[config.mk]
export PLATFORM = sky130hd
export DESIGN_NAME = dwt97_front
export DESIGN_NICKNAME = d
export VERILOG_FILES = /design/src/hdl/dwt97_pkg.sv /design/src/hdl/dwt97_front.sv
export SDC_FILE = /design/constraint.sdc
export NUM_CORES = 1
export LEC_CHECK = 0
export ABC_AREA = 1
export BUFFER_PORTS_ARGS = -buffer_cell sky130_fd_sc_hd__buf_2
export CAP_MARGIN = 0
export CORE_ASPECT_RATIO = 0.8
export CORE_MARGIN = 2
export CORE_UTILIZATION = 30
export CTS_CLUSTER_SIZE = 12
export DETAILED_ROUTE_END_ITERATION = 8
export GPL_TIMING_DRIVEN = 1
export SETUP_SLACK_MARGIN = 0.15
export SKIP_LAST_GASP = 1
export SLEW_MARGIN = 20
export SYNTH_ARGS = -nofsm -noshare
export SYNTH_HDL_FRONTEND = slang
export SYNTH_SLANG_ARGS = --single-unit
[constraint.sdc]
create_clock -name clk -period 3.4 [get_ports clk]
set_clock_uncertainty 0.2 [all_clocks]
set_input_delay 0.68 -clock clk [delete_from_list [all_inputs] [get_ports clk]]
set_output_delay 0.68 -clock clk [all_outputs]
set_load 0.005 [all_outputs]
[src/hdl/dwt97_pkg.sv]
package dwt97_pkg;

	localparam int MaxLen = 64;
	localparam int Depth  = 36;
	localparam int LenW   = 7;
	localparam int SmpW   = 24;
	localparam int CoefW  = 18;
	localparam int PosW   = 5;
	localparam int AddrW  = 6;
	localparam int CfgIdxW = 3;

	localparam logic [CfgIdxW-1:0] REG_LINE_LENGTH = 3'd0;
	localparam logic [CfgIdxW-1:0] REG_START_ODD   = 3'd1;
	localparam logic [CfgIdxW-1:0] REG_LIFT_A      = 3'd2;
	localparam logic [CfgIdxW-1:0] REG_LIFT_B      = 3'd3;
	localparam logic [CfgIdxW-1:0] REG_LIFT_C      = 3'd4;
	localparam logic [CfgIdxW-1:0] REG_LIFT_D      = 3'd5;
	localparam logic [CfgIdxW-1:0] REG_HIGH_GAIN   = 3'd6;
	localparam logic [CfgIdxW-1:0] REG_LOW_GAIN    = 3'd7;

	typedef logic signed [SmpW-1:0]  smp_t;
	typedef logic signed [CoefW-1:0] coef_t;

	// Item handed from the loader to the transform engine.
	typedef struct packed {
		smp_t             sample;
		logic [LenW-1:0]  index;
		logic             line_end;
	} fq_item_t;

	function automatic smp_t sat24(input logic signed [47:0] v);
		if (v > 48'sd8388607) return 24'sh7fffff;
		if (v < -48'sd8388608) return 24'sh800000;
		return v[SmpW-1:0];
	endfunction

endpackage

[src/hdl/dwt97_front.sv]
module dwt97_front (
	input  logic                       clk,
	input  logic                       arst_n,
	input  logic                       valid,
	output logic                       stall,
	input  dwt97_pkg::smp_t            sample,
	input  logic [dwt97_pkg::LenW-1:0] eff_len,
	output logic                       q_push,
	output dwt97_pkg::fq_item_t        q_data,
	input  logic                       q_full
);
	import dwt97_pkg::*;

	logic [LenW-1:0] count_q;
	logic [LenW-1:0] k;
	logic [LenW-1:0] k_next;

	assign stall = q_full;
	assign k = (count_q >= LenW'(MaxLen)) ? LenW'(MaxLen - 1) : count_q;
	assign k_next = k + LenW'(1);
	assign q_push = valid && !q_full;
	assign q_data.sample = sample;
	assign q_data.index = k;
	assign q_data.line_end = (k_next >= eff_len);

	always_ff @(posedge clk or negedge arst_n) begin
		if (!arst_n) begin
			count_q <= '0;
		end else if (q_push) begin
			count_q <= q_data.line_end ? '0 : k_next;
		end
	end
endmodule

# Word-level counts from Yosys, hierarchy flattened
# Cells that the tools add are included.
# classes
shift	0
n_addsub	1
reduce_logical	2
n_div	0
n_mux	2
bitwise_logic	0
n_eq_ne	0
n_lt_le_gt_ge	2
multipliers	0
# op_table
operator	count
2-to-1 mux 7 bit	2
adder 7 x 1 -> 7 bit, second input constant	1
>= comparator 7 bit	1
>= comparator 7 bit, second input constant	1
logical AND 1 bit	1
logical NOT 1 bit	1
# totals
wordCells	8
latchBits	0
ramBits	0
register_bits	7
n_memories	0
mem_bits_ro	0

# Longest topological paths before layout
# Gate-level depths: netlist of the first run.
# logic_depth
ltp_word	5
depth_mapped	16
depth_no_buf	15

# Least setup slack after synthesis of the first run
# Ideal clock, no wire load.
# synth_path
kind	register to output
startpoint	reg count_q[6]
endpoint	out q_data[0] in the netlist's numbering
path_stages_with_launch	14
slack_ns	0.716
arrival_ns	1.804
path_cell_list	dfrtp_1 -> buf_6 -> nor2_2 -> inv_1 -> ha_1 -> nand3_1 -> nand2_1 -> nand2_1 -> inv_1 -> ha_1 -> nand2_1 -> a21oi_1 -> nor2_1 -> nand3_2
# synth_lines
element	line_no	rtl
start, declared	dwt97_front.sv:14	logic [LenW-1:0] count_q;
start signal, assigned	dwt97_front.sv:30	count_q <= q_data.line_end ? '0 : k_next;
end, declared	dwt97_front.sv:9	output dwt97_pkg::fq_item_t q_data,

==> results of run 1 <==
area by class of cell:
type                       instances  area (um2)
fill                             321        1890
timing repair buffer              21         110
sequential                         7         176
multi-input combinational         76         465
tap                               38        47.5
inverter                          20        77.6
clock buffer                       4        45.0
stage by stage:
| stage | std cells | power, uW | cell area [um2] | utilization |
|---|---|---|---|---|
| 3_3_place_gp | 160 | 403 | 836 | 0.298 |
| 6_report | 166 | 539 | 922 | 0.328 |
| 4_1_cts | 165 | 525 | 892 | 0.318 |
| 3_5_place_dp | 160 | 407 | 836 | 0.298 |
| 5_1_grt | 166 | 600 | 922 | 0.328 |
| 2_1_floorplan | 130 | 349 | 900 | - |
worst min path at each step:
stage | start | endpoint | slack, ns | depth (start not counted)
after CTS | arst_n | count_q[3] | 0.08 | 1
after floorplan | arst_n | count_q[0] | 0.18 | 0
after global routing | arst_n | count_q[3] | 0.08 | 1
final | arst_n | count_q[0] | 0.08 | 1
after detailed placement | count_q[5] | count_q[5] | 0.28 | 2
after global placement | count_q[5] | count_q[5] | 0.29 | 2
critical path: cells and delay by family (launching register included):
kind | cells | cell delay [ns]
and+or+nand+nor | 6 | 0.75
DFF | 1 | 0.44
buffers and inverters | 3 | 0.41
adders and majority gates | 1 | 0.27
AOI/OAI and AO/OA | 1 | 0.08
timing repair:
| action | CTS | global route |
|---|---|---|
| endpoints found under the setup margin | 1 | 1 |
| gates cloned | 0 | 0 |
| gates resized for setup | 2 | 5 |
| setup buffers | 1 | 1 |
| pin swaps | 0 | 2 |
routing by layer:
layer / GRT usage / wire length, um
met2: 0.185 / 810
met4: 0.0278 / 5
met1: 0.137 / 818
met3: 0.0617 / 140
met5: 0 / 0
cells in the final DEF, fill, tap and decap left out, types with 2 or more instances in the layout:
cell type,netlist,routed
nor2_2,4,5
clkbuf_8,0,3
o21ai_0,4,4
nor2_1,11,9
a21oi_1,3,3
dfrtp_1,7,6
nand3_1,7,7
inv_1,17,16
ha_1,8,6
nand2_1,28,28
inv_2,2,3
nand2_4,2,2
nor2_4,1,2
buf_2,0,19
buf_4,26,2
where the power goes:
| part | internal [uW] | total (uW) | switching (uW) |
|---|---|---|---|
| clock | 80.7 | 112 | 31.3 |
| combinational | 126 | 296 | 170 |
| sequential | 107 | 131 | 24.0 |
| total | 313 | 539 | 226 |
cell families after synthesis:
family                     count (synthesis)  share of synthesized area
and+or+nand+nor                           57                      0.307
buffers and inverters                     47                      0.316
AOI/OAI and AO/OA                          9                     0.0570
adders and majority gates                  8                      0.111
DFF                                        7                      0.195
xor gates and xnor gates                   1                    0.00974
other                                      1                    0.00417
==> flow_summary_export.csv, run 1 <==
group,metric,value,unit
critical_path,crit_path_cell_trace,"buf_4 -> nor2_1 -> inv_1 -> nand2_1 -> nand2_1 -> ha_1 -> nand2_1 -> a21oi_1 -> nor2_2 -> nand3_2 -> buf_2",
global_routing,grt_max_degree,10,
die,io_pins,69,
cells_and_area,reg.largest.list,"count_q (7)",
critical_path,critPathMostFrequentCell,"nand2_1",
detailed_routing,firstDrtPassIters,4,
die,die-area,3460,um2
critical_path,r2r-end,"count_q[3]",
synth,async_flop_share,1.00,
power_and_ir_drop,powerDensity,585,nW/um2
cells_and_area,largest-register,"count_q",
synth,synth_top_area_frac,0.217,
global_routing,track_usage,0.116,
critical_path,r2r-start,"count_q[6]",
synth,synth-seq-cells,7,
cells_and_area,finish.net_count,172,
detailed_routing,vias,727,
die,die_x,65.2,um
synth,synth_top_area_cell,"buf_4",
critical_path,worstPathRequired,2.52,ns
synth,synth_nets,173,
placement,port_buffers,19,
cts,clock-sinks,7,
synth,synth.distinct_cells,23,
critical_path,critPathMaxFanout,5,
cells_and_area,largest_register_ffs,7,
synth,synth_area,900,um2
global_routing,antenna_found_initial,0,
run_status,status,"complete, no violations",
detailed_routing,wl,1780,um
sta,post-route-period-util,0.895,
detailed_routing,remaining_drc_errors,0,
synth,ys_warn_count,0,
die,rows,17,
sta,min_period,3.04,ns
critical_path,crit_start,"count_q[6]",
global_routing,grt_pass1_vias,721,
critical_path,path_class,"flip-flop to output pin",
cells_and_area,drive_gt1_frac,0.344,
critical_path,reg2reg_depth,13,
critical_path,crit_path_top_delay_cell,"dfrtp_2",
critical_path,cp-start-kind,"flip-flop",
cts,path_clk_slew,0.04,ns
cts,clock_tree.root_cell,"clkbuf_8",
power_and_ir_drop,leakage,0.000551,uW
die,die_h,53.0,um
detailed_routing,drtAntennaViolNets,0,
synth,yosys-top-cells-area,"buf_4, dfrtp_1, nand2_1",
global_routing,overflow,0,
sta,fin_ws,0.358,ns
synth,synth_flop_cell,"dfrtp_1",
cts,cts_max_level,1,
synth,synth_edf_count,0,
sta,fin_tns_setup,0,ns
run,drv_cap,0,
cells_and_area,n_antenna_cell,0,
worst_hold_path,min_path_type,"primary input to asynchronous set/reset pin",
cts,clock_latency,0.22,ns
synth,synth_commonest_cells,"nand2_1, buf_4, inv_1",
global_routing,grt_pass1_wl,2970,um
cells_and_area,syn2layout_area_growth,2.50,%
sta,hold_viol_final,0,
placement,dp_slack,0.197,ns
synth,syn_inst,130,
placement,dp_hpwl,1470,um
critical_path,cp_slowest_stage_delay,0.44,ns
sta,fin_hold_ws,0.0822,ns
cts,cts_buffers,3,
cts,ctsLongestPathBuffers,2,
cts,hold_buffers,0,
detailed_routing,drtIter0Drc,17,
placement,place_congestion,0.899,
die,placeableCoreArea,2810,um2
die,initial_core_util,0.320,
sta,max_freq,0.329,GHz
critical_path,r2r_slack,0.95,ns
synth,synth_area_per_cell,6.92,um2
cts,cts_tree,"yes",
detailed_routing,wire_per_inst,10.7,um
critical_path,arrival,2.16,ns
detailed_routing,viasPerCell,4.38,
sta,maxSlewViolCount,0,
sta,rsz0062_at_grt,"false",
synth,yosysMostFrequentCell,"nand2_1",
critical_path,critPathCapture,"q_data[0]",
power_and_ir_drop,peakVddDrop,0.318,mV
sta,setup_violations,0,
synth,seq_area_frac_synth,0.195,
critical_path,cp-end-kind,"output pin",
Power figures use the tool's default switching activity.
==> run 2, diff against run 1 <==
ABC_CLOCK_PERIOD_IN_PS = 3400   (was default)
CAP_MARGIN = default   (was 0)
RECOVER_POWER = 100   (was default)
==> run 2 against run 1 <==
  * Global-route usage unchanged
  * Critical path type unchanged
  * Largest cell class unchanged
  * Highest routed layer unchanged
  * Worst setup slack lost 0.072 ns
  * Routed wire length increased by 1.0%
  * Core utilization shrank 0.53 points
  * Sequential power is essentially flat
  * Non-clock buffer count unchanged
  * Sequential share of layout area increased by 0.18 points
  * Critical endpoint unchanged
==> flow_summary_export.csv, run 2 (synthesis results as in run 1) <==
group,metric,value,unit
run_status,status,"complete, no violations",
sta,worst_pin_slew,0.543,ns
placement,place_congestion,0.899,
die,die-area,3460,um2
critical_path,path_class,"flip-flop to output pin",
cells_and_area,final.fill_count,324,
die,io_pins,69,
die,rows,17,
cts,cts_max_level,1,
power_and_ir_drop,peakVddDrop,0.318,mV
placement,port_buffers,19,
die,die_x,65.2,um
sta,max_freq,0.321,GHz
detailed_routing,drtIter0Drc,19,
cts,clock-sinks,7,
sta,rsz0062_at_grt,"false",
cells_and_area,layout_common_cells,"nand2_1, buf_2, inv_1",
cells_and_area,n_antenna_cell,0,
sta,maxSlewViolCount,0,
power_and_ir_drop,leakage,0.000536,uW
cts,path_clk_slew,0.04,ns
cts,clock_latency,0.22,ns
power_and_ir_drop,powerDensity,589,nW/um2
sta,setup_violations,0,
placement,dp_hpwl,1470,um
worst_hold_path,min_path_type,"primary input to asynchronous set/reset pin",
sta,max-slew-margin-rel,0.637,
global_routing,track_usage,0.116,
die,initial_core_util,0.320,
cells_and_area,syn2layout_area_growth,0.834,%
power_and_ir_drop,p_total,534,uW
sta,post-route-period-util,0.916,
global_routing,grt_pass1_vias,721,
cts,cts_tree,"yes",
critical_path,arrival,2.23,ns
critical_path,critPathMaxFanout,6,
sta,fin_tns_setup,0,ns
cells_and_area,largest_register_ffs,7,
sta,hold_viol_final,0,
cells_and_area,finish.net_count,172,
global_routing,overflow,0,
global_routing,grt_max_degree,10,
global_routing,antenna_found_initial,0,
cells_and_area,largest-register,"count_q",
cells_and_area,final_common_cell,"nand2_1",
cts,cts_buffers,3,
critical_path,worstPathRequired,2.52,ns
global_routing,grt_pass1_wl,2970,um
cells_and_area,multi_input_area,454,um2
detailed_routing,maxUsedRoutingLayer,"met4",
detailed_routing,wl_met3,141,um
cells_and_area,drive_gt1_frac,0.297,
cts,clock_tree.root_cell,"clkbuf_8",
detailed_routing,met2_length,809,um
detailed_routing,met1_length,837,um
run,drv_cap,0,
critical_path,cp-end-kind,"output pin",
cts,ctsLongestPathBuffers,2,
sta,min_period,3.11,ns
detailed_routing,vias,728,
die,die_h,53.0,um
detailed_routing,wl,1790,um
critical_path,cp-start-kind,"flip-flop",
die,placeableCoreArea,2810,um2
cells_and_area,reg.largest.list,"count_q (7)",
detailed_routing,wire_per_inst,10.8,um
cells_and_area,seq_area,175,um2
detailed_routing,drtAntennaViolNets,0,
detailed_routing,firstDrtPassIters,4,
detailed_routing,remaining_drc_errors,0,
detailed_routing,viasPerCell,4.39,
-- run 2: cell count changes in the layout (fill, tap and decap cells not counted), sizes merged --
cell,delta
buf,-2
clkbuf,+2
-- run 2: final timing paths --
| check | slack, ns | to | depth (start not counted) | from |
|---|---|---|---|---|
| worst max-delay path | 0.29 | q_data[0] | 11 | count_q[6] |
| worst min-delay path | 0.14 | count_q[6] | 1 | arst_n |
| worst max register to register | 0.88 | count_q[3] | 13 | count_q[6] |
| worst min register to register | 0.29 | count_q[5] | 2 | count_q[5] |
| max in group asynchronous | 2.60 | count_q[4] | 1 | arst_n |
| min in group clk | 0.29 | count_q[5] | 2 | count_q[5] |
-- run 2: routing by layer --
metal / global-route usage / up-vias
met5: 0 / -
met4: 0.0278 / 0
met3: 0.0617 / 2
met2: 0.185 / 30
met1: 0.137 / 329
li1: - / 367
-- run 2: area by class of cell --
type                            count  share of cell area
Tap cell                           38              0.0524
Inverter                           20              0.0855
Sequential cell                     7               0.193
Multi-Input combinational cell     76               0.501
Clock buffer                        4              0.0497
Timing Repair Buffer               21               0.119
-- run 2: power by group --
part / internal [uW] / switching, uW
logic: 122 / 168
clock network: 80.7 / 31.3
registers: 107 / 24.2
-- run 2: repair_timing --
item / 4_1_cts / 5_1_grt
setup buffers: 1 / 1
resized for setup: 2 / 5
setup endpoints to repair: 1 / 1
pin swaps: 0 / 2
hold buffers: 0 / 0
-- run 2: metrics by stage --
stage / instances / cell area (um2) / util / hold slack, ns / setup WS, ns
finish: 166 / 907 / 0.323 / 0.141 / 0.286
global route: 166 / 907 / 0.323 / 0.163 / 0.0930
CTS: 165 / 892 / 0.318 / 0.0819 / 0.191
detailed placement: 160 / 836 / 0.298 / 0.282 / 0.197
global placement: 160 / 836 / 0.298 / 0.291 / 0.292
floorplan: 130 / 900 / - / 0.184 / 0.716
-- run 2: worst max-delay path: stages (launching register included) --
cell,delay (ns)
dfrtp_1,0.44
nor2_4,0.06
inv_2,0.10
ha_1,0.21
nand4_1,0.15
nor2_2,0.14
ha_1,0.25
nand2_1,0.14
a21oi_1,0.08
nor2_2,0.18
nand3_2,0.11
buf_2,0.14
==> run 3, diff against run 2 <==
ABC_CLOCK_PERIOD_IN_PS = 3100   (was 3400)
clock period = 3.1 ns   (was 3.4 ns; I/O delays follow)
==> run 3 against run 2 <==
  * Total power rose by 21%
  * Critical path type unchanged
  * Highest routed layer unchanged
  * Core utilization increased by 3.2 points
  * Via count increased by 1.1%
==> flow_summary_export.csv, run 3 (synthesis results as in run 1) <==
group,metric,value,unit
cts,ctsLongestPathBuffers,2,
critical_path,r2r_slack,0.64,ns
sta,post-route-period-util,0.946,
sta,worst_pin_slew,0.590,ns
sta,min_period,2.93,ns
critical_path,critPathMostFrequentCell,"nand2_1",
cells_and_area,drive_gt1_frac,0.382,
power_and_ir_drop,p_switching,268,uW
placement,port_buffers,19,
power_and_ir_drop,p_comb_frac,0.598,
critical_path,crit_path_top_delay_cell,"dfrtp_1",
die,io_pins,69,
cells_and_area,finish.net_count,175,
sta,hold_viol_final,0,
critical_path,r2r-end,"count_q[5]",
die,placeableCoreArea,2810,um2
detailed_routing,wire_per_inst,10.8,um
detailed_routing,drtAntennaViolNets,0,
cells_and_area,layout_common_cells,"nand2_1, buf_2, inv_1",
critical_path,cp_slowest_stage_delay,0.39,ns
cells_and_area,largest-register,"count_q",
critical_path,r2r-start,"count_q[6]",
critical_path,worstPathRequired,2.28,ns
cts,clock_latency,0.22,ns
critical_path,cp-end-kind,"output pin",
cells_and_area,reg.largest.list,"count_q (7)",
cts,cts_tree,"yes",
cells_and_area,final_common_cell,"nand2_1",
cts,cts_buffers,3,
cts,clock-sinks,7,
power_and_ir_drop,peakVddDrop,0.302,mV
cells_and_area,utilization,0.355,
power_and_ir_drop,seqPwrFrac,0.215,
run,drv_cap,0,
detailed_routing,firstDrtPassIters,4,
sta,max-slew-margin-rel,0.605,
cells_and_area,n_antenna_cell,0,
sta,maxSlewViolCount,0,
critical_path,cp_num_buf_inv,3,
critical_path,cp-start-kind,"flip-flop",
global_routing,grt_max_degree,10,
power_and_ir_drop,powerDensity,650,nW/um2
sta,rsz0062_at_grt,"true",
critical_path,critPathMaxFanout,7,
worst_hold_path,min_path_type,"primary input to asynchronous set/reset pin",
sta,fin_tns_setup,0,ns
placement,dp_hpwl,1420,um
placement,place_congestion,0.860,
global_routing,grt_pass1_wl,2800,um
detailed_routing,remaining_drc_errors,0,
cells_and_area,largest_register_ffs,7,
detailed_routing,vias,736,
global_routing,grt_pass1_vias,653,
critical_path,crit_path_cell_trace,"buf_6 -> nor2_1 -> inv_1 -> nand2_1 -> nand2_1 -> ha_1 -> nand2_1 -> a21oi_2 -> nor2_4 -> nand3_2 -> buf_2",
run_status,status,"complete, no violations",
sta,fin_ws,0.168,ns
sta,setup_violations,0,
global_routing,overflow,0,
critical_path,arrival,2.11,ns
power_and_ir_drop,p_sw_frac,0.413,
die,rows,17,
cts,hold_buffers,0,
critical_path,path_class,"flip-flop to output pin",
sta,max_freq,0.341,GHz
cts,cts_max_level,1,
critical_path,reg2reg_depth,13,
cts,path_clk_slew,0.04,ns
global_routing,track_usage,0.109,
global_routing,antenna_found_initial,0,
die,die-area,3460,um2
power_and_ir_drop,leakage,0.000565,uW
placement,dp_slack,0.183,ns
die,initial_core_util,0.320,
critical_path,crit_family,"simple AND/OR/NAND/NOR gates",
cts,clock_tree.root_cell,"clkbuf_8",
detailed_routing,wl,1820,um
detailed_routing,viasPerCell,4.36,
power_and_ir_drop,clkPwrFrac,0.187,
die,die_x,65.2,um
die,die_h,53.0,um
cells_and_area,syn2layout_area_growth,10.8,%
detailed_routing,drtIter0Drc,15,
power_and_ir_drop,p_int,381,uW
run 3: worst max path at each step:
stage / start / endpoint / slack [ns] / cells past startpoint
global route: count_q[6] / q_data[0] / 0.07 / 11
floorplan: count_q[6] / q_data[0] / 0.48 / 13
detailed placement: count_q[6] / q_data[0] / 0.18 / 13
CTS: count_q[6] / q_data[0] / 0.18 / 11
global placement: count_q[0] / q_data[0] / 0.20 / 13
finish: count_q[6] / q_data[0] / 0.17 / 11
run 3: what timing repair did:
item	4_1_cts	5_1_grt
endpoints found under the setup margin	1	1
resized for setup	5	15
buffers inserted	2	2
hold endpoints to repair	0	0
pin swaps	3	8
run 3: area by class of cell:
type,instances,area [um2]
Fill cell,318,1810
Multi-Input combinational cell,76,520
Sequential cell,7,175
Timing Repair Buffer,24,131
Inverter,20,77.6
Tap cell,38,47.5
Clock buffer,4,45.0
run 3: metal layers:
metal | GRT usage | part of all wire | wire length, um
met4 | 0.0278 | 0.0028 | 5
met5 | 0 | 0 | 0
met3 | 0.0553 | 0.064 | 117
met2 | 0.156 | 0.44 | 796
met1 | 0.144 | 0.49 | 898
run 3: power groups by stage:
stage / Combinational [uW] / Sequential [uW] / Clock [uW]
global route: 437 / 141 / 132
CTS: 320 / 140 / 127
floorplan: 247 / 136 / 0
detailed placement: 300 / 140 / 0
finish: 388 / 139 / 121
global placement: 301 / 139 / 0
run 3: metrics by stage:
stage	instance area, um2	hold WS, ns	power [uW]	instances
detailed placement	843	0.258	440	161
global placement	843	0.259	440	161
floorplan	900	0.124	383	130
finish	997	0.0789	649	169
CTS	923	0.0208	586	167
global route	997	0.115	710	169
