File: config.mk
export PLATFORM = sky130hd
export DESIGN_NAME = dwt97_fifo
export DESIGN_NICKNAME = d
export VERILOG_FILES = /design/src/hdl/dwt97_pkg.sv /design/src/hdl/dwt97_fifo.sv
export SDC_FILE = /design/constraint.sdc
export NUM_CORES = 1
export LEC_CHECK = 0
export ABC_CLOCK_PERIOD_IN_PS = 2500
export BUFFER_PORTS_ARGS = -buffer_cell sky130_fd_sc_hd__buf_2
export CAP_MARGIN = 20
export CORE_ASPECT_RATIO = 0.6
export CORE_UTILIZATION = 50
export CTS_CLUSTER_SIZE = 16
export DETAILED_ROUTE_END_ITERATION = 8
export HOLD_SLACK_MARGIN = 0.1
export PLACE_DENSITY = 0.8
export SYNTH_ARGS = -nofsm -noshare
export SYNTH_HDL_FRONTEND = slang
export SYNTH_SLANG_ARGS = --single-unit
export TNS_END_PERCENT = 5
File: constraint.sdc
create_clock -name clk -period 2.5 [get_ports clk]
set_clock_uncertainty 0.15 [all_clocks]
set_input_delay 0.5 -clock clk [delete_from_list [all_inputs] [get_ports clk]]
set_output_delay 0.5 -clock clk [all_outputs]
set_load 0.005 [all_outputs]
File: src/hdl/dwt97_pkg.sv
package dwt97_pkg;

	localparam int MaxLen = 64;
	localparam int Depth  = 36;
	localparam int LenW   = 7;
	localparam int SmpW   = 24;
	localparam int CoefW  = 18;
	localparam int PosW   = 5;
	localparam int AddrW  = 6;
	localparam int CfgIdxW = 3;

	localparam logic [CfgIdxW-1:0] REG_LINE_LENGTH = 3'd0;
	localparam logic [CfgIdxW-1:0] REG_START_ODD   = 3'd1;
	localparam logic [CfgIdxW-1:0] REG_LIFT_A      = 3'd2;
	localparam logic [CfgIdxW-1:0] REG_LIFT_B      = 3'd3;
	localparam logic [CfgIdxW-1:0] REG_LIFT_C      = 3'd4;
	localparam logic [CfgIdxW-1:0] REG_LIFT_D      = 3'd5;
	localparam logic [CfgIdxW-1:0] REG_HIGH_GAIN   = 3'd6;
	localparam logic [CfgIdxW-1:0] REG_LOW_GAIN    = 3'd7;

	typedef logic signed [SmpW-1:0]  smp_t;
	typedef logic signed [CoefW-1:0] coef_t;

	// Item handed from the loader to the transform engine.
	typedef struct packed {
		smp_t             sample;
		logic [LenW-1:0]  index;
		logic             line_end;
	} fq_item_t;

	function automatic smp_t sat24(input logic signed [47:0] v);
		if (v > 48'sd8388607) return 24'sh7fffff;
		if (v < -48'sd8388608) return 24'sh800000;
		return v[SmpW-1:0];
	endfunction

endpackage

File: src/hdl/dwt97_fifo.sv
module dwt97_fifo (
	input  logic                clk,
	input  logic                arst_n,
	input  logic                push,
	input  dwt97_pkg::fq_item_t wdata,
	output logic                full,
	input  logic                pop,
	output dwt97_pkg::fq_item_t rdata,
	output logic                nempty
);
	import dwt97_pkg::*;

	fq_item_t  mem_q [4];
	logic [1:0] wp_q, rp_q;
	logic [2:0] cnt_q;

	assign full = (cnt_q == 3'd4);
	assign nempty = (cnt_q != 3'd0);
	assign rdata = mem_q[rp_q];

	always_ff @(posedge clk) begin
		if (push) begin
			mem_q[wp_q] <= wdata;
		end
	end

	always_ff @(posedge clk or negedge arst_n) begin
		if (!arst_n) begin
			wp_q <= '0;
			rp_q <= '0;
			cnt_q <= '0;
		end else begin
			if (push) wp_q <= wp_q + 2'd1;
			if (pop) rp_q <= rp_q + 2'd1;
			cnt_q <= cnt_q + 3'(push) - 3'(pop);
		end
	end
endmodule

# Word level (Yosys, flattened, before mapping)

Memories as Yosys holds them, arrays and structs flattened.
Index checks and enable logic that the tools add are counted.

Register bits after elaboration: 7
RAM bits: 128
Input bits: 36
Output and inout port bits: 34
Logic and storage cells: 12
Memories: 1

Add/subtract/negate cells: 4
Eq/ne operators: 1
Multiplexer cells: 2
Reductions and logical operators: 1

Memory list:

| name  | words | width | rd ports | clocked after memory_dff | wr ports | line             | source |
|---|---|---|---|---|---|---|---|
| mem_q | 4     | 32    | 1        | 0                        | 1        | dwt97_fifo.sv:13 | `fq_item_t mem_q [4];` |

Operators by type and width:

| cell                | number |
|---|---|
| $add 2x1->2 const B | 2 |
| $add 3x1->3         | 1 |
| $eq 3x3->1 const B  | 1 |
| $reduce_bool 3->1   | 1 |
| $sub 3x1->3         | 1 |
| $mux 1              | 2 |

# Longest topological paths before layout

Gate-level depths: netlist of the first run.

Word-level depth: 2
Depth in mapped cells: 6
Mapped depth without buffers: 6

# Worst setup path before layout of the first run

OpenSTA, ideal clock, no wires.

Path type: register -> register
Start point: reg wp_q[0]
End point: mem mem_q[0][0] (netlist bit), enable pin
Library setup time: 0.392 ns
Data arrival time: 1.410 ns
Data required time: 1.958 ns
Setup slack: 0.548 ns
Cell stages (with the launch flop): 4
Buffers on the path: 0
Period minus slack after synthesis: 1.952 ns
Cell sequence: dfrtp_1 > inv_1 > ha_1 > and2_1

RTL lines:

| item                   | line             | source |
|---|---|---|
| from (decl)            | dwt97_fifo.sv:14 | `logic [1:0] wp_q, rp_q;` |
| from (signal assigned) | dwt97_fifo.sv:33 | `if (push) wp_q <= wp_q + 2'd1;` |
| to (decl)              | dwt97_fifo.sv:13 |  |

No word-level cell before the write port.

==> summary.txt, run 1 <==
CTS
  – CTS-repair resized insts: 0
  – Total CTS buffers: 17
  – Root buffer cell: clkbuf_16
  – Reg clk slew, reported paths: 0.06 ns
  – CTS H-Tree Depth: 4
  – TritonCTS Sinks: 135
  – Clock Path Buffers: 2
  – Clk Latency, worst-skew pair: 0.41 ns
  – CTS tree: yes

Timing
  – Final Hold Viols: 0
  – Final Slew Violations: 0
  – RSZ-0062 raised after global routing: false
  – Clock period minus worst slack: 2.40 ns
  – Worst slew pin tran: 0.400 ns
  – Hold Slack: 0.151 ns
  – Slew Limit Headroom: 0.734
  – Final setup viols: 0
  – Worst setup margin: 0.0999 ns
  – Post-Route Setup TNS: 0 ns
  – Final period util: 0.960
  – Fmax: 417 MHz

Finish
  – Ant diodes: 0
  – Finished Cell Area: 0.00621 mm^2
  – Number of fill cells in the layout: 675
  – Area Growth Syn to Fin: 22.9%
  – Final Util: 0.631
  – # nets final: 338
  – Layout cells sized above 1: 0.468
  – Fin cells: 443

Critical path
  – CP endpoint kind: output pin
  – Worst setup SP type: register
  – Critical Path RT: 1.85 ns
  – Worst path arrival time: 1.75 ns
  – Crit-path max FO: 15
  – WS Path Type: register to output pin

Job
  – # Max-Cap Violations: 0

Synth
  – Multiplexer share of the synthesized area: 0.146
  – Syn Area/Cell: 25.0 um^2
  – Synth Instances: 202
  – Complex-gate fraction of the synthesized area: 0.000990
  – Unique cell type count in the Yosys netlist: 18
  – FF+latch count, synth: 135
  – Synth Area in Simple Gates: 0.00891
  – Mapped Nets: 245
  – Fraction of synthesized cell area in xor and xnor cells: 0.00866
  – Yosys warning count: 0
  – Adder-Cell Fraction of Synth Area: 0.0188
  – Synthesized area: 0.00506 mm^2
  – Largest family of logic cells by synthesized area: multiplexers
  – Post-synthesis sequential area ratio: 0.795

Floorplan
  – Core Region: 0.00984 mm^2
  – Die Y: 79.9 um
  – Die W: 132 um
  – Total I/O pin count: 70
  – # rows: 28
  – DIE AREA: 0.0105 mm^2
  – Initial Util: 0.514

Place
  – Final Wtd Congestion: 0.722
  – Post-DP Area: 0.00562 mm^2
  – Placed cell count: 409
  – IO Port Bufs: 69
  – Place WS: 0.388 ns
  – DP HPWL: 5280 um

GRT
  – Vias in the first global route: 2351
  – Largest net degree at the start of global routing: 28
  – Grt ovf: 0
  – First-pass GRT wire length: 13000 um
  – Tot GR Track Use: 0.177
  – Antenna violations before repair: 0

Detailed routing
  – Wirelength per Cell: 18.5 um
  – Via count: 2275
  – Drt via density: 5.14
  – TritonRoute pass-1 iters: 4
  – Antenna-violating nets left: 0
  – Initial DRC Count: 84
  – # DRC: 0
  – Total Routed Length: 8180 um

Power
  – Leakage: 2.23 nW
  – Power density over the cells: 1200 mW/mm^2
  – Max IR drop VDD: 0.625 mV
  – Total power: 7.43 mW

Hold path
  – Hold Path Class: input port to register

Status
  – Status: finished clean
## kinds of logic after synthesis
family | after synthesis
buffers and inverters | 14
adder cells (fa/ha/maj) | 7
flip-flops | 135
multiplexers | 32
XOR/XNOR | 5
AND/OR/NAND/NOR | 8
AO/OA/AOI/OAI | 1
## layout make-up
type / instances / area, um^2 / share of cell area
tap: 135 / 169 / 0.0272
multi-input combinational: 53 / 930 / 0.150
clock inverter: 15 / 153 / 0.0246
timing repair buffer: 82 / 495 / 0.0797
inverter: 6 / 22.5 / 0.00362
clock buffer: 17 / 425 / 0.0685
sequential: 135 / 4020 / 0.647
## final timing paths
path / startpoint / to / slack, ns / cells past startpoint
setup / recovery: rp_q[0] / rdata[21] / 0.1 / 3
hold / removal: wdata[28] / mem_q[0][28] / 0.15 / 1
setup reg to reg: wp_q[0] / mem_q[2][4] / 0.77 / 4
hold reg to reg: wp_q[0] / wp_q[0] / 0.38 / 1
max in group asynchronous: arst_n / rp_q[0] / 1.72 / 2
min in group asynchronous: arst_n / cnt_q[2] / 0.30 / 2
## cell usage after synthesis, drive strengths merged
| cell | n | area, um^2 |
|---|---|---|
| buf | 7 | 86.3 |
| inv | 6 | 22.5 |
| xor2 | 3 | 26.3 |
| dfrtp | 7 | 175 |
| mux4 | 32 | 736 |
| ha | 6 | 75.1 |
| and2 | 4 | 25.0 |
| nand2 | 2 | 7.51 |
| and3 | 1 | 6.26 |
| or3 | 1 | 6.26 |
| o21ai | 1 | 5.00 |
| xnor2 | 2 | 17.5 |
| clkbuf | 1 | 3.75 |
| edfxtp | 128 | 3840 |
| fa | 1 | 20.0 |
## state kept, by name, indices dropped and copies added (netlist names)
name and flops:
cnt_q 3, mem_q 128, rp_q 2, wp_q 2
## repair_timing
action | in CTS | in global routing
endpoints found under the setup margin | 21 | 0
hold buffers | 1 | 0
hold endpoints to repair | 7 | 0
setup buffers | 1 | 0
## power breakdown
| part | switching [mW] | internal [mW] |
|---|---|---|
| sequential | 0.153 | 2.97 |
| combinational | 0.897 | 1.02 |
| clock | 0.914 | 1.47 |
## critical path: stages, from the launching register on
cell     delay [ns]
dfrtp_2        0.45
buf_12         0.20
mux4_2         0.54
buf_2          0.15
## cells in the final DEF, fill, tap and decap left out, drive strengths merged
cell type,netlist,layout
or3,1,1
ha,6,6
fa,1,1
clkinv,0,7
inv,6,9
o21ai,1,1
xor2,3,3
edfxtp,128,128
dlygate4sd3,0,1
bufinv,0,2
clkbuf,1,17
and2,4,4
nand2,2,2
buf,7,81
mux4,32,32
and3,1,1
clkinvlp,0,3
dfrtp,7,7
xnor2,2,2
## routing by layer
layer | global-route usage | wire, um
met5 | 0 | 0
met4 | 0.0593 | 38
met3 | 0.0686 | 512
met2 | 0.257 | 3590
met1 | 0.248 | 4040
No activity file was read; power rests on OpenSTA's default activity.
==> inputs of run 2 (changes only) <==
- ABC_CLOCK_PERIOD_IN_PS: 2500 -> 2300
- clock period: 2.5 -> 2.3 ns (I/O delays scaled with it)
==> run 2 against run 1 <==
Net effect: the run now ends with setup timing left; cell area is 2.7% higher; flip-flop and latch count did not move; worst setup slack got worse by 0.13 ns; clock-buffer cell count unchanged; combinational power rose by 24%; die area is the same; sequential share of layout area decreased by 1.7 points; critical path type unchanged; largest cell class unchanged; largest power group unchanged.
==> summary.txt, run 2 (synthesis results as in run 1) <==
Critical path
  – Worst path arrival time: 1.72 ns (-0.03 ns)
  – Critical Path RT: 1.69 ns (-0.16 ns)
  – CP endpoint kind: output pin
  – Bufs and invs on worst path: 3 (+1)
  – WS Path Type: register to output pin
  – Worst setup SP type: register
  – CP cell instances: buf_12 -> buf_12 -> mux4_2 -> buf_2
  – Worst path max stage delay: 0.52 ns (-0.02 ns)
  – Crit path top cell by count: buf_12
  – Critical path's top delay family: multiplexers
  – Slowest CP cell: mux4_2
  – Crit-path max FO: 7 (-8)

Place
  – IO Port Bufs: 69 (unchanged)
  – DP HPWL: 5170 um (-2.1%)
  – Final Wtd Congestion: 0.726 (+0.53%)

Detailed routing
  – Drt via density: 5.24 (+2.0%)
  – Total Routed Length: 8870 um (+8.5%)
  – Via count: 2352 (+3.4%)
  – Wirelength per Cell: 19.8 um (+7.0%)
  – TritonRoute pass-1 iters: 4 (unchanged)
  – Initial DRC Count: 145 (+73%)
  – Antenna-violating nets left: 0 (unchanged)
  – # DRC: 0 (unchanged)

Timing
  – Final period util: 1.01
  – RSZ-0062 raised after global routing: true
  – Fmax: 429 MHz
  – Slew Limit Headroom: 0.747 (+0.0138)
  – Final Hold Viols: 0 (unchanged)
  – Final setup viols: 21 (+21)
  – Post-Route Setup TNS: -0.222 ns (-0.222 ns)
  – Worst slew pin tran: 0.379 ns (-0.0206 ns)
  – Worst setup margin: -0.0321 ns (-0.132 ns)
  – Final Slew Violations: 0 (unchanged)
  – Clock period minus worst slack: 2.33 ns

GRT
  – Vias in the first global route: 2421 (+3.0%)
  – Antenna violations before repair: 0 (unchanged)
  – Grt ovf: 0 (unchanged)
  – Tot GR Track Use: 0.181 (+0.00368)
  – First-pass GRT wire length: 13300 um (+2.1%)
  – Largest net degree at the start of global routing: 27 (-3.6%)

Status
  – Failing checks: setup timing
  – Status: complete, but fails checks

Floorplan
  – Initial Util: 0.514 (unchanged)
  – # rows: 28 (unchanged)
  – DIE AREA: 0.0105 mm^2 (unchanged)
  – Core Region: 0.00984 mm^2 (unchanged)
  – Die W: 132 um (unchanged)
  – Die Y: 79.9 um (unchanged)
  – Total I/O pin count: 70 (unchanged)

CTS
  – Clock Path Buffers: 2 (unchanged)
  – Root buffer cell: clkbuf_16
  – Total CTS buffers: 17 (unchanged)
  – TritonCTS Sinks: 135 (unchanged)
  – CTS tree: yes
  – Clk Latency, worst-skew pair: 0.40 ns (about the same)
  – Reg clk slew, reported paths: 0.06 ns (about the same)
  – CTS H-Tree Depth: 4 (unchanged)

Power
  – Leakage: 2.30 nW (+3.0%)
  – Power density over the cells: 1340 mW/mm^2 (+13%)
  – Total power: 8.58 mW (+16%)
  – Max IR drop VDD: 0.783 mV (+25%)

Finish
  – Ant diodes: 0 (unchanged)
  – Largest register FFs: 128 (unchanged)
  – Layout cells sized above 1: 0.490 (+0.0229)
  – Area Growth Syn to Fin: 26.2%
  – Commonest non-fill, non-tap cell in the layout: edfxtp_1
  – Commonest non-fill, non-tap cells in the layout: edfxtp_1 (128), buf_2 (68), mux4_2 (32)
  – Largest registers: mem_q (128), cnt_q (3)
  – # nets final: 344 (+1.8%)
  – Reg with most FFs: mem_q

Hold path
  – Hold Path Class: input port to register

Job
  – # Max-Cap Violations: 0 (unchanged)
## run 2: cell types whose count changed in the layout (fill, tap and decap cells not counted)
cell,before,now
clkinv_1,2,0
mux4_1,4,0
clkinv_2,2,3
buf_6,0,2
clkinv_4,3,4
mux4_2,28,32
clkbuf_16,17,19
dlygate4sd3_1,1,3
buf_12,4,7
buf_4,8,6
inv_6,3,2
clkinvlp_4,3,2
buf_2,69,68
bufinv_16,2,4
## run 2: final cells by class
class | instances | area, um^2
timing repair buffer | 88 | 628
clock buffer | 17 | 425
multi-input combinational | 53 | 915
fill | 663 | 3460
clock inverter | 15 | 203
inverter | 6 | 22.5
tap | 135 | 169
sequential | 135 | 4020
## run 2: path summary, 6_finish.rpt
path	depth (start not counted)	end	slack, ns	start
max in group asynchronous	2	rp_q[0]	1.53	arst_n
min in group asynchronous	2	rp_q[1]	0.28	arst_n
hold reg to reg	1	wp_q[0]	0.38	wp_q[0]
setup / recovery	4	rdata[12]	-0.03	rp_q[0]
hold / removal	1	mem_q[0][31]	0.12	wdata[31]
setup reg to reg	4	mem_q[0][21]	0.55	wp_q[1]
## run 2: power by group
part           total, mW  switching [mW]  internal, mW
registers           3.37           0.139          3.23
clock network       2.84            1.02          1.82
logic               2.38            1.09          1.29
total               8.58            2.24          6.34
## run 2: per-stage QoR
stage / util / area (um^2) / hold WS [ns] / setup WS [ns] / cells
2_1_floorplan: - / 5060 / 0.0144 / 0.348 / 202
3_3_place_gp: 0.573 / 5640 / 0.158 / 0.297 / 408
3_5_place_dp: 0.573 / 5640 / 0.161 / 0.279 / 408
4_1_cts: 0.639 / 6290 / 0.101 / -0.0864 / 445
5_1_grt: 0.648 / 6380 / 0.108 / -0.0889 / 449
6_report: 0.648 / 6380 / 0.121 / -0.0321 / 449
## run 2: repair_timing
action,in CTS,in global routing
hold buffers,2,1
resized for setup,4,2
setup buffers,3,1
cloned,0,2
endpoints found under the hold margin,9,4
pin swaps,0,0
setup endpoints to repair,29,32
## run 2: per-layer routing
layer  GRT usage  share of wire  up-vias
met5           0              0        -
met4      0.0593         0.0044        0
met3      0.0705          0.052        4
met2       0.295           0.49       82
met1       0.225           0.45     1223
li1            -              -     1043
==> inputs of run 3 (changes only) <==
- CAP_MARGIN: 20 -> 10
- MAX_ROUTING_LAYER: not set -> met4
==> run 3 against run 2 <==
Net effect: the flow still finishes with violations (setup timing); sequential power hardly changed; flip-flop and latch count stayed put; global-route usage is 0.59 points higher; combinational power hardly changed; cell area stayed put; first-iteration DRC count is 5.5% lower; hold slack worse by 0.0039 ns; critical path type unchanged; critical endpoint is now rdata[15]; largest cell class unchanged; highest routed layer unchanged.
==> summary.txt, run 3 (synthesis results as in run 1) <==
Status
  – Status: complete, but fails checks
  – Failing checks: setup timing

Finish
  – Area occupied by multi-input gates: 915 um^2 (unchanged)
  – Largest register FFs: 128 (unchanged)
  – Reg with most FFs: mem_q
  – Final Util: 0.648 (unchanged)
  – # nets final: 344 (unchanged)
  – Commonest non-fill, non-tap cells in the layout: edfxtp_1 (128), buf_2 (68), mux4_2 (32)
  – Number of fill cells in the layout: 663 (unchanged)
  – Layout cells sized above 1: 0.490 (unchanged)
  – Largest registers: mem_q (128), cnt_q (3)
  – Area Growth Syn to Fin: 26.2% (unchanged)
  – Commonest non-fill, non-tap cell in the layout: edfxtp_1
  – Storage element area: 0.00402 mm^2 (unchanged)
  – Ant diodes: 0 (unchanged)

Floorplan
  – DIE AREA: 0.0105 mm^2 (unchanged)
  – Initial Util: 0.514 (unchanged)
  – Die Y: 79.9 um (unchanged)
  – Total I/O pin count: 70 (unchanged)
  – Core Region: 0.00984 mm^2 (unchanged)
  – Die W: 132 um (unchanged)
  – # rows: 28 (unchanged)

Place
  – DP HPWL: 5170 um (unchanged)
  – IO Port Bufs: 69 (unchanged)
  – Final Wtd Congestion: 0.735 (+1.2%)

Job
  – # Max-Cap Violations: 0 (unchanged)

CTS
  – TritonCTS Sinks: 135 (unchanged)
  – CTS H-Tree Depth: 4 (unchanged)
  – Clk Latency, worst-skew pair: 0.41 ns (about the same)
  – Clock Path Buffers: 2 (unchanged)
  – Total CTS buffers: 17 (unchanged)
  – Reg clk slew, reported paths: 0.06 ns (about the same)
  – Root buffer cell: clkbuf_16
  – CTS tree: yes

Critical path
  – Worst setup SP type: register
  – Critical Path RT: 1.69 ns (about the same)
  – WS Path Type: register to output pin
  – RR Endpoint: mem_q[0][21]
  – CP endpoint kind: output pin
  – Worst path arrival time: 1.72 ns (about the same)
  – FF-to-FF Start: wp_q[1]
  – Critical Path Start: rp_q[0]
  – R2R depth: 4 (unchanged)
  – Register-to-Register Setup Slack: 0.56 ns (about the same)
  – Crit path capture: rdata[15]
  – Crit-path max FO: 7 (unchanged)

Timing
  – Final Slew Violations: 0 (unchanged)
  – Final Hold Viols: 0 (unchanged)
  – Worst slew pin tran: 0.366 ns (-0.0129 ns)
  – Final period util: 1.01 (-0.00137)
  – Slew Limit Headroom: 0.756 (+0.00860)
  – Hold Slack: 0.117 ns (-0.00393 ns)
  – Final setup viols: 20 (-4.8%)
  – Worst setup margin: -0.0289 ns (+0.00315 ns)
  – Clock period minus worst slack: 2.33 ns (-0.00315 ns)
  – Fmax: 429 MHz (+0.14%)
  – RSZ-0062 raised after global routing: true

Detailed routing
  – Total Routed Length: 8890 um (+0.21%)
  – Drt via density: 5.22 (-0.30%)
  – Via count: 2345 (-0.30%)
  – TritonRoute pass-1 iters: 4 (unchanged)
  – Initial DRC Count: 137 (-5.5%)
  – Antenna-violating nets left: 0 (unchanged)
  – Wirelength per Cell: 19.8 um (+0.21%)
  – # DRC: 0 (unchanged)

GRT
  – Tot GR Track Use: 0.187 (+0.00590)
  – Largest net degree at the start of global routing: 27 (unchanged)
  – Grt ovf: 0 (unchanged)
  – First-pass GRT wire length: 13300 um (+0.16%)
  – Antenna violations before repair: 0 (unchanged)
  – Vias in the first global route: 2406 (-0.62%)

Hold path
  – Hold Path Class: input port to register

Power
  – Max IR drop VDD: 0.781 mV (-0.21%)
  – Power density over the cells: 1340 mW/mm^2 (about the same)
  – Leakage: 2.30 nW (unchanged)
[run 3: layer usage]
layer | part of all wire | vias to the layer above | track usage
met2 | 0.49 | 81 | 0.292
met1 | 0.45 | 1216 | 0.230
met4 | 0.0044 | 0 | 0.0628
met3 | 0.051 | 4 | 0.0667
li1 | - | 1044 | -
met5 | 0 | - | -
[run 3: layout make-up]
type	instances	area share
Multi-Input combinational cell	53	0.143
Timing Repair Buffer	88	0.0984
Sequential cell	135	0.630
Tap cell	135	0.0265
Inverter	6	0.00353
Clock inverter	15	0.0318
Clock buffer	17	0.0667
[run 3: worst min-delay path by stage]
| stage | to | cells past startpoint | startpoint |
|---|---|---|---|
| final | mem_q[1][31] | 1 | wdata[31] |
| after global routing | mem_q[0][31] | 1 | wdata[31] |
| after CTS | mem_q[1][31] | 1 | wdata[31] |
| after detailed placement | cnt_q[0] | 1 | arst_n |
| after global placement | cnt_q[0] | 1 | arst_n |
| after floorplan | cnt_q[0] | 0 | arst_n |
[run 3: repair_timing]
| action | CTS | global route |
|---|---|---|
| hold buffers | 2 | 1 |
| cloned | 0 | 2 |
| hold endpoints to repair | 9 | 4 |
| setup endpoints to repair | 29 | 32 |
| gates resized for setup | 4 | 2 |
| buffers inserted | 3 | 1 |
[run 3: power breakdown]
| group | leakage (nW) | internal, mW | switching (mW) |
|---|---|---|---|
| combinational | 0.739 | 1.29 | 1.09 |
| clock | 0.304 | 1.82 | 1.01 |
| sequential | 1.26 | 3.23 | 0.138 |
[run 3: metrics by stage]
step,area (um^2),TNS (ns),cells,worst slack [ns],power (mW)
2_1_floorplan,5060,0,202,0.348,4.77
3_3_place_gp,5640,0,408,0.297,5.53
3_5_place_dp,5640,0,408,0.279,5.59
4_1_cts,6290,-1.05,445,-0.0864,8.50
5_1_grt,6380,-1.78,449,-0.0869,8.97
6_report,6380,-0.177,449,-0.0289,8.58
[run 3: critical path, cell delays in order, from the launching register on]
cell and delay [ns]:
dfrtp_2 0.37, buf_12 0.14, buf_12 0.14, mux4_2 0.52, buf_2 0.15
